[src/design/xsf_pkg.sv]
package xsf_pkg;

  localparam int CALC_W = 17;
  localparam int SCR_W_W = 8;
  localparam int SCR_H_W = 7;
  localparam int ROW_PIX_FIELD_W = 16;

  localparam logic [SCR_W_W-1:0] SCREEN_WIDTH_RST = 8'd64;
  localparam logic [SCR_H_W-1:0] SCREEN_HEIGHT_RST = 7'd32;

  localparam logic PX_DARK = 1'b0;
  localparam logic PX_LIT = 1'b1;

  typedef enum logic [1:0] {
    KIND_DRAW    = 2'd0,
    KIND_CLEAR   = 2'd1,
    KIND_PRESENT = 2'd2,
    KIND_READ    = 2'd3
  } kind_t;

  typedef enum logic [0:0] {
    CFG_SCREEN_WIDTH  = 1'b0,
    CFG_SCREEN_HEIGHT = 1'b1
  } cfg_reg_t;

  typedef struct packed {
    kind_t             kind;
    logic [CALC_W-1:0] addr;
    logic              last;
  } q_ctrl_t;

endpackage

[src/design/xsf_queue.sv]
module xsf_queue #(
  parameter int PIX_W = 16
) (
  input  logic              clk,
  input  logic              rst_n,
  input  logic              push,
  input  xsf_pkg::q_ctrl_t  push_ctrl,
  input  logic [PIX_W-1:0]  push_pix,
  output logic              full,
  input  logic              pop,
  output logic              head_valid,
  output xsf_pkg::q_ctrl_t  head_ctrl,
  output logic [PIX_W-1:0]  head_pix
);

  xsf_pkg::q_ctrl_t  ctrl_r [2];
  logic [PIX_W-1:0]  pix_r [2];
  logic              wr_ptr_r, wr_ptr_nxt;
  logic              rd_ptr_r, rd_ptr_nxt;
  logic [1:0]        count_r, count_nxt;
  logic              do_pop;

  assign full = (count_r == 2'd2);
  assign head_valid = (count_r != 2'd0);
  assign head_ctrl = ctrl_r[rd_ptr_r];
  assign head_pix = pix_r[rd_ptr_r];
  assign do_pop = pop && head_valid;

  always_comb begin
    wr_ptr_nxt = push ? ~wr_ptr_r : wr_ptr_r;
    rd_ptr_nxt = do_pop ? ~rd_ptr_r : rd_ptr_r;
    count_nxt = count_r + 2'(push) - 2'(do_pop);
  end

  always_ff @(posedge clk) begin
    if (!rst_n) begin
      wr_ptr_r <= 1'b0;
      rd_ptr_r <= 1'b0;
      count_r <= 2'd0;
    end else begin
      wr_ptr_r <= wr_ptr_nxt;
      rd_ptr_r <= rd_ptr_nxt;
      count_r <= count_nxt;
    end
  end

  always_ff @(posedge clk) begin
    if (push) begin
      ctrl_r[wr_ptr_r] <= push_ctrl;
      pix_r[wr_ptr_r] <= push_pix;
    end
  end

endmodule

[config.mk]
export PLATFORM = sky130hd
export DESIGN_NAME = xsf_queue
export DESIGN_NICKNAME = d
export VERILOG_FILES = /design/src/design/xsf_pkg.sv /design/src/design/xsf_queue.sv
export SDC_FILE = /design/constraint.sdc
export NUM_CORES = 1
export LEC_CHECK = 0
export ABC_CLOCK_PERIOD_IN_PS = 2700
export BUFFER_PORTS_ARGS = -buffer_cell sky130_fd_sc_hd__buf_2
export CELL_PAD_IN_SITES_DETAIL_PLACEMENT = 0
export CELL_PAD_IN_SITES_GLOBAL_PLACEMENT = 1
export CORE_MARGIN = 2
export CORE_UTILIZATION = 30
export DETAILED_ROUTE_END_ITERATION = 8
export HOLD_SLACK_MARGIN = 0.06
export MAX_ROUTING_LAYER = met4
export PLACE_DENSITY_LB_ADDON = 0.1
export REMOVE_ABC_BUFFERS = 1
export SYNTH_ARGS = -nofsm -noshare
export SYNTH_HDL_FRONTEND = slang
export SYNTH_SLANG_ARGS = --single-unit
[constraint.sdc]
create_clock -name clk -period 2.7 [get_ports clk]
set_input_delay 0.27 -clock clk [delete_from_list [all_inputs] [get_ports clk]]
set_output_delay 0.27 -clock clk [all_outputs]
set_load 0.03 [all_outputs]
==> results.toml <==
[synth]
synth_cell_types = 16
synthArstFlopShare_pct = 0
yosysMostFrequentCell = "edfxtp_1"
synthTopCellsByArea = "edfxtp_1 (72%), mux2_4 (15%), dfxtp_1 (3.3%)"
yosysTopAreaCell = "edfxtp_1"
yosys_warnings = 0
yosys-top-cells-count = "edfxtp_1 (72), mux2_4 (30), mux2_2 (6), dfxtp_1 (5), nor2b_1 (4)"
netlist.area_leader.share_pct = 72.2
syn_area_mm2 = 0.00300
seq_area_frac_synth_pct = 75.5
synth_ff_type = "edfxtp_1"
ys_seq_elements = 77
syn_inst = 135
syn_area_per_cell_um2 = 22.2
synth_edf_count = 72

[setup_path]
cp.arrival_ns = 1.81
r2r-end = "pix_r[1][8]"
slowest_stage = "dfxtp_2"
r2r_cells = 1
start_kind = "flop"
critical_path_class = "reg2out"
endpoint_kind = "primary output"
cp_cell_sequence = "buf_12 > mux2_2 > buf_2"
r2r_start = "wr_ptr_r"
rrSetupSlack_ns = 1.14
cpPeakStageDelay_ns = 0.67
crit_required_ns = 2.43
critPathMaxFanout = 22

[routing]
drt_wl_total_um = 5250
via_per_inst = 4.08
wl_per_cell_um = 14.7
drc = 0
postRouteAntennaNets = 0
via_count = 1461
first_pass_iters = 4
drt_iter0_drc = 55

[power]
p_leak_nw = 1.44
vdd_drop_max_uv = 427
powerDensity_mw_per_mm2 = 851

[timing]
hold_viol = 0
maxSlewViolCount = 0
relSlewSlack_pct = 38.1
period_needed_ns = 2.08
timing.hold.ws_ns = 0.114
fin_tns_setup_ns = 0
rsz0062_at_grt = "false"
fin_crit_sh_pct = 77.2
fin_skew_ns = 0.00861
max_freq_ghz = 0.480
tightest_slew_ns = 0.928
setup_violations = 0

[global_route]
grtUsageMet3_pct = 3.07
grt_util_met2_pct = 17.1
antenna_found_initial = 0
grt.total_usage_pct = 10.3
grt_busiest_layer = "met2"
grt_overflow_total = 0
grt_pass1_wl_um = 8210
grtUsageMet1_pct = 11.2
grt_pass1_vias = 1635
grt_max_degree = 37

[floorplan]
dieArea_mm2 = 0.0108
die_h_um = 104
core_mm2 = 0.00973
die_w_um = 104
rows = 36
num_io_pins = 78
start_util_pct = 30.8

[layout]
diodes = 0
drive_gt1_share_pct = 59.1
fin_nets = 263
final_util_pct = 38.0
fill_cells = 934
seq_area_mm2 = 0.00226
multi_input_area_um2 = 663
final_cells = 358
syn_to_final_growth_pct = 23.6

[cts]
holdBufCountCts = 0
htree_levels = 3
cts_sinks = 77
clkLatencyLatePin_ns = 0.34
cts_tree = "yes"
clk_pin_slew_ns = 0.08
clockRootBuffer = "clkbuf_8"
cts_resized = 0
clock_path_buffers = 2
cts_buffers = 9
cts_setup_buffers = 0

[placed_design]
dp_cells = 343
routabilityCongestion = 0.687
port_buffers = 77

[min_path]
hold_depth = 1
hold_start = "push_pix[13]"
hold_path_end = "pix_r[1][13]"
min_path_type = "in2reg"

[flow_run]
drv_cap = 0

[status]
status = "completed"
==> worst max-delay path: cells and delay by family (launching register included) <==
family | cells | cell delay, ns
DFF | 1 | 0.67
muxes | 1 | 0.35
buffers and inverters | 2 | 0.45
==> metal layers <==
metal	wire length [um]	vias up	share of wire (%)
li1	-	692	-
met1	2200	715	42
met2	2710	45	52
met3	233	9	4.4
met4	109	0	2.1
met5	0	-	0
==> cell type report <==
cell class / count / share of cell area (%)
Clock buffer: 9 / 3.35
Tap cell: 133 / 4.50
Clock inverter: 6 / 1.72
Multi-Input combinational cell: 52 / 17.9
Timing Repair Buffer: 79 / 11.2
Inverter: 2 / 0.203
Sequential cell: 77 / 61.2
==> placed cells by master, fill, tap and decap left out, types with 3 or more instances in the layout <==
cell / count
nor2b_1: 3
edfxtp_1: 72
buf_2: 77
mux2_2: 6
clkbuf_8: 9
mux2_4: 30
dfxtp_1: 4
==> metrics by stage <==
step	worst slack, ns	power (mW)	instance area, um2
2_1_floorplan	0.314	2.14	2920
5_1_grt	0.514	3.30	3700
3_5_place_dp	0.955	2.36	3510
4_1_cts	0.576	3.21	3700
6_report	0.617	3.15	3700
3_3_place_gp	0.973	2.35	3510
==> where the power goes <==
group	total, mW	leakage, nW	switching, mW	internal (mW)
clock network	0.830	0.0931	0.408	0.422
logic	0.858	0.634	0.474	0.384
registers	1.46	0.717	0.0685	1.39
total	3.15	1.44	0.951	2.20
==> cell families (layout without fill, tap and decap cells) <==
| group | after synthesis | in the layout | share of synthesized area (%) |
|---|---|---|---|
| compound gates | 2 | 2 | 0.501 |
| mux | 38 | 38 | 18.0 |
| simple gates | 9 | 9 | 1.80 |
| buf+inv | 6 | 96 | 2.63 |
| fa+ha+maj | 2 | 2 | 0.835 |
| xor+xnor | 1 | 1 | 0.752 |
| flops | 77 | 77 | 75.5 |
==> worst max path at each step <==
stage,end,slack (ns),from,cells past startpoint
after floorplan,ctrl_r[0][0],0.31,wr_ptr_r,1
after global placement,head_pix[3],0.97,flop,3
after detailed placement,head_pix[0],0.95,flop,3
after CTS,head_pix[0],0.58,flop,3
after global routing,head_pix[1],0.51,flop,3
final,head_pix[0],0.62,flop,3
==> flip-flops by register name, indices dropped and copies added, names as in the netlist, named ones only <==
signal	count
ctrl_r	40
pix_r	32
count_r	2
rd_ptr_r	1
wr_ptr_r	1
Note: power is estimated with default switching activity, not from simulation.
