<file path="config.mk">
export PLATFORM = sky130hd
export DESIGN_NAME = xsf_front
export DESIGN_NICKNAME = d
export VERILOG_FILES = /design/src/design/xsf_pkg.sv /design/src/design/xsf_front.sv
export SDC_FILE = /design/constraint.sdc
export NUM_CORES = 1
export LEC_CHECK = 0
export BUFFER_PORTS_ARGS = -buffer_cell sky130_fd_sc_hd__buf_2
export CORE_MARGIN = 8
export CORE_UTILIZATION = 49
export DETAILED_ROUTE_END_ITERATION = 16
export PLACE_DENSITY_LB_ADDON = 0.15
export SETUP_SLACK_MARGIN = 0.3
export SKIP_LAST_GASP = 1
export SYNTH_ARGS = -nofsm -noshare
export SYNTH_HDL_FRONTEND = slang
export SYNTH_SLANG_ARGS = --single-unit
</file>
<file path="constraint.sdc">
create_clock -name vclk -period 5.9
set_clock_uncertainty 0.05 [all_clocks]
set_input_delay 0.59 -clock vclk [all_inputs]
set_output_delay 0.59 -clock vclk [all_outputs]
set_load 0.02 [all_outputs]
</file>
<file path="src/design/xsf_pkg.sv">
package xsf_pkg;

  localparam int CALC_W = 17;
  localparam int SCR_W_W = 8;
  localparam int SCR_H_W = 7;
  localparam int ROW_PIX_FIELD_W = 16;

  localparam logic [SCR_W_W-1:0] SCREEN_WIDTH_RST = 8'd64;
  localparam logic [SCR_H_W-1:0] SCREEN_HEIGHT_RST = 7'd32;

  localparam logic PX_DARK = 1'b0;
  localparam logic PX_LIT = 1'b1;

  typedef enum logic [1:0] {
    KIND_DRAW    = 2'd0,
    KIND_CLEAR   = 2'd1,
    KIND_PRESENT = 2'd2,
    KIND_READ    = 2'd3
  } kind_t;

  typedef enum logic [0:0] {
    CFG_SCREEN_WIDTH  = 1'b0,
    CFG_SCREEN_HEIGHT = 1'b1
  } cfg_reg_t;

  typedef struct packed {
    kind_t             kind;
    logic [CALC_W-1:0] addr;
    logic              last;
  } q_ctrl_t;

endpackage

</file>
<file path="src/design/xsf_front.sv">
module xsf_front #(
  parameter int MAX_ROW_PIXELS = 16,
  parameter int WORD_W = 16
) (
  input  logic                          in_valid,
  output logic                          in_stall,
  input  logic [1:0]                    in_kind,
  input  logic [6:0]                    in_pos_x,
  input  logic [5:0]                    in_pos_y,
  input  logic [3:0]                    in_row_index,
  input  logic [4:0]                    in_row_width,
  input  logic [15:0]                   in_row_pixels,
  input  logic                          in_last_row,
  input  logic [12:0]                   in_read_index,
  input  logic [xsf_pkg::SCR_W_W-1:0]   screen_width,
  input  logic                          busy,
  input  logic                          q_full,
  output logic                          q_push,
  output xsf_pkg::q_ctrl_t              q_ctrl,
  output logic [WORD_W-1:0]             q_pix
);

  logic [6:0]                   line;
  logic [14:0]                  prod;
  logic [xsf_pkg::CALC_W-1:0]   base;
  logic [63:0]                  pix_ext;
  logic [WORD_W-1:0]            row_mask;
  xsf_pkg::kind_t               kind;

  assign in_stall = q_full || busy;
  assign q_push = in_valid && !in_stall;
  assign kind = xsf_pkg::kind_t'(in_kind);

  always_comb begin
    line = 7'(in_pos_y) + 7'(in_row_index);
    prod = 15'(screen_width) * 15'(line);
    base = xsf_pkg::CALC_W'(prod) + xsf_pkg::CALC_W'(in_pos_x);
    pix_ext = 64'(in_row_pixels);
    for (int j = 0; j < WORD_W; j++) begin
      row_mask[j] = (j < int'(in_row_width)) && (j < MAX_ROW_PIXELS);
    end
    q_pix = pix_ext[WORD_W-1:0] & row_mask;
    q_ctrl.kind = kind;
    q_ctrl.last = in_last_row;
    if (kind == xsf_pkg::KIND_READ) begin
      q_ctrl.addr = xsf_pkg::CALC_W'(in_read_index);
    end else begin
      q_ctrl.addr = base;
    end
  end

endmodule

</file>
==> results of run 1 <==
layer usage:
metal	part of all wire	routed length, um	up-vias	global-route usage
li1	-	-	1489	-
met1	0.43	3297	1394	0.2076
met2	0.54	4206	56	0.3561
met3	0.028	220	2	0.008793
met4	0.0040	31	0	0.01057
met5	0	0	-	0
metrics by stage:
step	setup TNS, ns	std cells	total power, mW	cell area (um^2)	worst slack [ns]
finish	-0.08994	579	2.211	4173	-0.04526
global route	-1.087	579	2.412	4173	-0.2097
CTS	-0.3613	579	2.195	4095	-0.1047
detailed placement	-1.210	573	1.920	3867	-0.2423
global placement	-0.9737	573	1.889	3867	-0.2074
floorplan	0	387	1.363	3169	0.2634
repair_timing:
| item | CTS | global route |
|---|---|---|
| setup endpoints to repair | 11 | 11 |
| pin swaps | 20 | 6 |
| buffers inserted | 6 | 0 |
| resized for setup | 37 | 18 |
power by group:
part	internal, mW	switching (mW)	total [mW]
Sequential	0	0	0
Combinational	1.07	1.14	2.21
Clock	0	0	0
Total	1.07	1.14	2.21
worst max-delay path, cell delays in order:
cell,delay [ns]
buf_8,0.10
ha_4,0.22
a21o_1,0.16
a21oi_2,0.15
nor2b_1,0.07
o21a_2,0.23
buf_12,0.14
mux2i_4,0.17
fa_1,0.53
inv_2,0.04
fa_1,0.53
inv_1,0.05
fa_1,0.47
inv_1,0.05
fa_1,0.49
inv_2,0.05
ha_4,0.28
a21oi_4,0.07
o21ai_4,0.18
a211oi_2,0.08
a2111o_1,0.45
o21ai_4,0.07
buf_6,0.13
cell families (layout without fill, tap and decap cells):
kind of cell               after synthesis  in the layout  synth area share
AOI/OAI and AO/OA                       61             61            0.1435
adders and majority gates               81             81            0.4369
muxes                                    9              9           0.03387
buffers and inverters                   78            195            0.1084
xor gates and xnor gates                 7              7           0.02075
and+or+nand+nor                        150            150            0.2553
other                                    1              1          0.001269
path summary, 6_finish.rpt:
kind | from | to | cells after the start
hold / removal | in_last_row | q_ctrl[0] | 0
setup / recovery | in_pos_y[1] | q_ctrl[16] | 23
Yosys cell counts, types with 2 or more instances:
cell type / n / share of area
xor2_1: 4 / 0.012
a21o_1: 6 / 0.015
o21ai_0: 6 / 0.010
xnor2_1: 3 / 0.0089
nand4_1: 2 / 0.0042
nor3_1: 10 / 0.017
o21a_1: 7 / 0.018
ha_1: 44 / 0.19
a21oi_2: 2 / 0.0059
and3_2: 2 / 0.0051
and4_2: 2 / 0.0068
a2111o_1: 2 / 0.0076
clkbuf_1: 6 / 0.0076
inv_1: 64 / 0.081
fa_1: 37 / 0.25
a21oi_1: 19 / 0.032
mux2i_1: 7 / 0.024
o31a_1: 2 / 0.0059
and2_1: 34 / 0.072
a21boi_0: 3 / 0.0076
nor2_1: 21 / 0.027
nand3_1: 10 / 0.017
nand2b_1: 10 / 0.021
o21ai_2: 2 / 0.0059
o31ai_1: 2 / 0.0051
mux2_4: 2 / 0.010
buf_4: 7 / 0.018
nor2b_1: 5 / 0.011
nand2_1: 49 / 0.062
area by class of cell:
cell class                 instances  area, um^2  area share
timing repair buffer             131       830.8      0.1991
multi-input combinational        309        3008      0.7208
tap                               75       93.84     0.02249
inverter                          64       240.2     0.05757
==> flow_summary.ini, run 1 <==
[run_status]
status = finished with violations
violated_checks = negative setup slack

[final_layout]
antennaDiodeCount = 0
proportion_of_layout_cells_with_a_drive_suffix_above_1 = 0.3869
fill_cells = 498
flow.area_growth_from_synthesis_pct = 41.19
mostFrequentLayoutCell = buf_2
nClkBuffers = 0
fin_util = 0.7090
layout_common_cells = buf_2 (89), inv_1 (60), nand2_1 (48), ha_1 (36), fa_1 (35)
sequential_cell_total = 0
footprint_of_the_flip_flops_and_latches_um2 = 0
design.final.nets = 652

[place]
gp_congestion = 0.8608
buffer_ports.inserted = 100
detailed_place_hpwl_um = 6686

[logic_synthesis]
syn_area_per_cell_um2 = 7.637
synth_seq_area_share = 0
syn-instance-count = 387
synthesis.nets = 533
ys_warn_count = 0
synthDistinctLibCells = 46
netlist_area_um2 = 2955

[floorplan]
die_h_um = 93.66
placement_rows = 28
initial_core_util = 0.5021
die_area_um2 = 8772
pin_count = 103
core_region_area_um2 = 5886
die_x_um = 93.66

[global_route]
grt_overflow = 0
grt_max_degree = 26
first_global_vias = 3245
antenna_violations_before_repair = 0
grt_use_total = 0.1774
first_pass_grt_wire_length_um = 13560

[critical_path]
cp_data_arrival_time_ns = 5.31
setup.worst_path.start_class = input port
critPathCaptureType = output pin
crit_required_ns = 5.26
criticalPathCategory = in -> out
cp_max_fo = 4

[drt]
drt_pre_antenna_iters = 4
route.detailed.drc = 0
vias_per_cell = 5.079
drt-initial-drc-count = 35
routedWlPerCell_um = 13.39
detailroute.via_count = 2941
routed_wirelength_um = 7755
drt.antenna.violating_nets = 0

[power_and_ir_drop]
vdd_drop_max_v = 0.0003533
power_per_cell_area_nw_per_um2 = 529.8
p_leak_nw = 2.191

[timing]
grt_setup_unrepaired = yes
timing.final.setup_violations = 4
finalCritPeriodShare = 1.008
worst-slew-pin-transition_ns = 0.7835
achievable-frequency_ghz = 0.1682
finalHoldWorstSlack_ns = 1.130
final.min_clock_period_ns = 5.945
setup_slack_ns = -0.04526
timing.slew.headroom = 0.4764
slew_viol_final = 0
hold_violations = 0

[job]
maximum_capacitance_violations = 0

[hold_path]
worstHoldPathType = in -> out

[clock_network]
holdBufCountCts = 0
No activity file was read; power rests on OpenSTA's default activity.
==> run 2: changes to the inputs <==
--- a/config.mk
+++ b/config.mk
@@ -6,7 +6,7 @@
 export NUM_CORES = 1
 export LEC_CHECK = 0
 export BUFFER_PORTS_ARGS = -buffer_cell sky130_fd_sc_hd__buf_2
-export CORE_MARGIN = 8
+export CORE_MARGIN = 2
 export CORE_UTILIZATION = 49
 export DETAILED_ROUTE_END_ITERATION = 16
 export PLACE_DENSITY_LB_ADDON = 0.15
==> flow_summary.ini, run 2 (synthesized netlist as in run 1, its figures left out) <==
[timing]
achievable-frequency_ghz = 0.1695
worst-slew-pin-transition_ns = 0.7777
grt_setup_unrepaired = yes
slew_viol_final = 0
timing.final.setup_violations = 2
timing.slew.headroom = 0.4803
setup_slack_ns = -0.0001319
hold_violations = 0
finalCritPeriodShare = 1.000
final.min_clock_period_ns = 5.900

[place]
detailedPlace.worstSlack_ns = -0.2471
numPlacedInstances = 574
detailed_place_hpwl_um = 6090
buffer_ports.inserted = 100
gp_congestion = 0.9058

[global_route]
first_pass_grt_wire_length_um = 12080
grt_use_total = 0.2218
grt_max_degree = 26
first_global_vias = 2927
grt_overflow = 0
antenna_violations_before_repair = 0

[critical_path]
critPathCaptureType = output pin
cpPeakStageDelay_ns = 0.53
critical_path.top_delay_family = adder cells
crit_cells = 19
slowest_stage = fa_1
setup.worst_path.start_class = input port
most_numerous_cell_on_the_critical_path = fa_1
crit_required_ns = 5.26
critical_path_buf_inv_count = 5
cp_max_fo = 5
cp_data_arrival_time_ns = 5.26
path_cells = buf_6, ha_4, a21o_1, a21oi_2, xnor2_1, buf_4, and2_1, fa_1, fa_1, fa_1, inv_1, fa_1, inv_1, ha_4, o2111ai_4, a31o_1, a2111o_1, nand3_2, buf_4
criticalPathCategory = in -> out

[floorplan]
pin_count = 103
die_area_um2 = 6668
core_region_area_um2 = 5886
die_h_um = 81.66
initial_core_util = 0.5021
die_x_um = 81.66
placement_rows = 28

[power_and_ir_drop]
vdd_drop_max_v = 0.0003601
p_leak_nw = 2.198
power_per_cell_area_nw_per_um2 = 543.3

[drt]
drt-initial-drc-count = 46
detailroute.via_count = 2970
routedWlPerCell_um = 12.29
drt.antenna.violating_nets = 0
routed_wirelength_um = 7130
vias_per_cell = 5.121
drt_pre_antenna_iters = 4
route.detailed.drc = 0

[final_layout]
footprint_of_the_flip_flops_and_latches_um2 = 0
nClkBuffers = 0
antennaDiodeCount = 0
proportion_of_layout_cells_with_a_drive_suffix_above_1 = 0.3782
sequential_cell_total = 0
design.final.nets = 653
layout_common_cells = buf_2 (88), inv_1 (60), nand2_1 (48), ha_1 (37), fa_1 (36)
layoutNonFillerInstCount = 580
mostFrequentLayoutCell = buf_2
flow.area_growth_from_synthesis_pct = 39.33
fill_cells = 495

[hold_path]
timing.hold.worst.start = in_last_row
worstHoldPathType = in -> out
worstHoldEndpoint = q_ctrl[0]
worst_hold_path.num_cells = 0

[clock_network]
holdBufCountCts = 0

[job]
maximum_capacitance_violations = 0

[run_status]
status = finished with violations
violated_checks = negative setup slack
run 2: worst max path at each step:
stage                     from          to  slack, ns
2_1_floorplan      in_pos_y[0]  q_ctrl[16]       0.26
3_3_place_gp       in_pos_y[0]  q_ctrl[15]      -0.08
3_5_place_dp       in_pos_y[0]  q_ctrl[15]      -0.25
4_1_cts            in_pos_y[0]  q_ctrl[16]      -0.02
5_1_grt        in_row_index[1]  q_ctrl[15]      -0.21
6_report       in_row_index[1]  q_ctrl[15]    -0.0001
run 2: area by class of cell:
cell class | instances | area [um^2] | area share
Inverter | 64 | 240.2 | 0.05834
Multi-Input combinational cell | 309 | 2959 | 0.7186
Tap cell | 75 | 93.84 | 0.02279
Timing Repair Buffer | 132 | 824.5 | 0.2002
run 2: per-stage QoR:
stage	total power, mW	TNS (ns)	area [um^2]	hold slack, ns	util
after global placement	1.884	-0.2295	3875	1.130	0.6584
after global routing	2.433	-1.218	4118	1.130	0.6996
final	2.237	-0.0002447	4118	1.130	0.6996
after CTS	2.222	-0.02442	4085	1.130	0.6941
after detailed placement	1.933	-1.135	3875	1.130	0.6584
after floorplan	1.363	0	3169	1.243	-
run 2: timing repair:
item | CTS | global route
endpoints found under the setup margin | 11 | 11
buffers inserted | 5 | 1
pin swaps | 26 | 3
resized for setup | 43 | 3
run 2: routing by layer:
layer | wire length (um) | global-route usage | vias to the layer above
met5 | 0 | 0 | -
met4 | 84 | 0.03000 | 0
met2 | 3867 | 0.4434 | 78
li1 | - | - | 1486
met3 | 294 | 0.004396 | 10
met1 | 2883 | 0.2690 | 1396
run 2: report_power, final:
| part | switching, mW | internal (mW) | leakage [nW] | total [mW] |
|---|---|---|---|---|
| sequential | 0 | 0 | 0 | 0 |
| clock | 0 | 0 | 0 | 0 |
| combinational | 1.14 | 1.09 | 2.20 | 2.24 |
==> run 3: changes to the inputs <==
--- a/config.mk
+++ b/config.mk
@@ -6,9 +6,10 @@
 export NUM_CORES = 1
 export LEC_CHECK = 0
 export BUFFER_PORTS_ARGS = -buffer_cell sky130_fd_sc_hd__buf_2
-export CORE_MARGIN = 2
+export CORE_MARGIN = 4
 export CORE_UTILIZATION = 49
 export DETAILED_ROUTE_END_ITERATION = 16
+export GPL_TIMING_DRIVEN = 0
 export PLACE_DENSITY_LB_ADDON = 0.15
 export SETUP_SLACK_MARGIN = 0.3
 export SKIP_LAST_GASP = 1
==> flow_summary.ini, run 3 (synthesized netlist as in run 1, its figures left out) <==
[timing]
final.min_clock_period_ns = 6.018
finalCritPeriodShare = 1.020
timing.final.setup_violations = 4
finalHoldWorstSlack_ns = 1.347
achievable-frequency_ghz = 0.1662
grt_setup_unrepaired = yes
hold_violations = 0
worst-slew-pin-transition_ns = 0.5561
slew_viol_final = 0
timing.slew.headroom = 0.6293
setup_slack_ns = -0.1178

[drt]
detailroute.via_count = 2960
routed_wirelength_um = 7560
vias_per_cell = 5.139
drt.antenna.violating_nets = 0
route.detailed.drc = 0
drt-initial-drc-count = 65
routedWlPerCell_um = 13.13
drt_pre_antenna_iters = 4

[final_layout]
fin_util = 0.6992
sequential_cell_total = 0
layout_common_cells = buf_2 (88), inv_1 (57), nand2_1 (46), fa_1 (36), ha_1 (36)
design.final.nets = 649
proportion_of_layout_cells_with_a_drive_suffix_above_1 = 0.3713
mostFrequentLayoutCell = buf_2
fill_cells = 490
nClkBuffers = 0
flow.area_growth_from_synthesis_pct = 39.25
footprint_of_the_flip_flops_and_latches_um2 = 0
antennaDiodeCount = 0
multi_input_area_um2 = 3032

[power_and_ir_drop]
vdd_drop_max_v = 0.0003394
power_per_cell_area_nw_per_um2 = 515.4
p_leak_nw = 2.158

[critical_path]
setup.worst_path.start_class = input port
critPathCaptureType = output pin
critical_path_buf_inv_count = 6
crit_required_ns = 5.26
cp_data_arrival_time_ns = 5.38
criticalPathCategory = in -> out
path_cells = buf_6, ha_4, fa_2, a21o_1, a21oi_4, nor2_4, and2_4, fa_1, inv_2, fa_1, inv_2, fa_1, inv_2, fa_1, inv_2, ha_4, a21oi_4, o21ai_4, a211oi_2, a2111o_1, o21ai_4, buf_6
critical_path.top_delay_family = adder cells
cp_max_fo = 5
worst_setup_path_startpoint = in_pos_y[0]
cpPeakStageDelay_ns = 0.54
slowest_stage = fa_1

[global_route]
first_pass_grt_wire_length_um = 12790
antenna_violations_before_repair = 0
grt_use_total = 0.2050
first_global_vias = 2942
grt_max_degree = 11
grt_overflow = 0

[place]
gp_congestion = 0.8774
detailedPlace.worstSlack_ns = -0.3023
detailed_place_hpwl_um = 6104
buffer_ports.inserted = 100

[floorplan]
die_h_um = 85.66
core_region_area_um2 = 5886
initial_core_util = 0.5021
pin_count = 103
die_x_um = 85.66
die_area_um2 = 7338
placement_rows = 28

[run_status]
violated_checks = negative setup slack
status = finished with violations

[hold_path]
worstHoldPathType = in -> out
timing.hold.worst.start = in_last_row

[job]
maximum_capacitance_violations = 0
## run 3: cell count changes in the layout (fill, tap and decap cells not counted), sizes merged
| cell | previous run | this run |
|---|---|---|
| buf | 132 | 121 |
| clkbuf | 0 | 7 |
## run 3: area by class of cell
type               instances  area share
plain buffers             14     0.02037
inverters                 64     0.05838
multi-input cells        309      0.7367
well taps                 75     0.02280
repair buffers           114      0.1618
## run 3: final timing paths
check / endpoint / slack [ns] / cells after the start
worst max-delay path: q_ctrl[16] / -0.12 / 22
worst min-delay path: q_ctrl[0] / 1.35 / 2
## run 3: metrics by stage
step / total power, mW / setup TNS (ns) / area (um^2) / cells
after floorplan: 1.363 / 0 / 3169 / 387
after global placement: 1.690 / -0.9298 / 3764 / 562
after detailed placement: 1.724 / -1.396 / 3764 / 562
after CTS: 2.017 / -0.4389 / 4034 / 575
after global routing: 2.303 / -1.543 / 4115 / 576
final: 2.121 / -0.3878 / 4115 / 576
## run 3: where the power goes
| group | internal [mW] | total (mW) | switching [mW] |
|---|---|---|---|
| Sequential | 0 | 0 | 0 |
| Clock | 0 | 0 | 0 |
| Combinational | 0.955 | 2.12 | 1.17 |
## run 3: per-layer routing
layer / global-route usage / vias to the layer above / part of all wire
met5: 0 / - / 0
met4: 0.004317 / 0 / 0.0041
met3: 0.001921 / 4 / 0.038
met2: 0.4131 / 65 / 0.56
met1: 0.2561 / 1404 / 0.40
li1: - / 1487 / -
## run 3: timing repair
item | CTS | global route
endpoints found under the setup margin | 10 | 11
hold endpoints to repair | 0 | 0
pin swaps | 23 | 18
setup buffers | 13 | 1
gates resized for setup | 38 | 16
hold buffers | 0 | 0
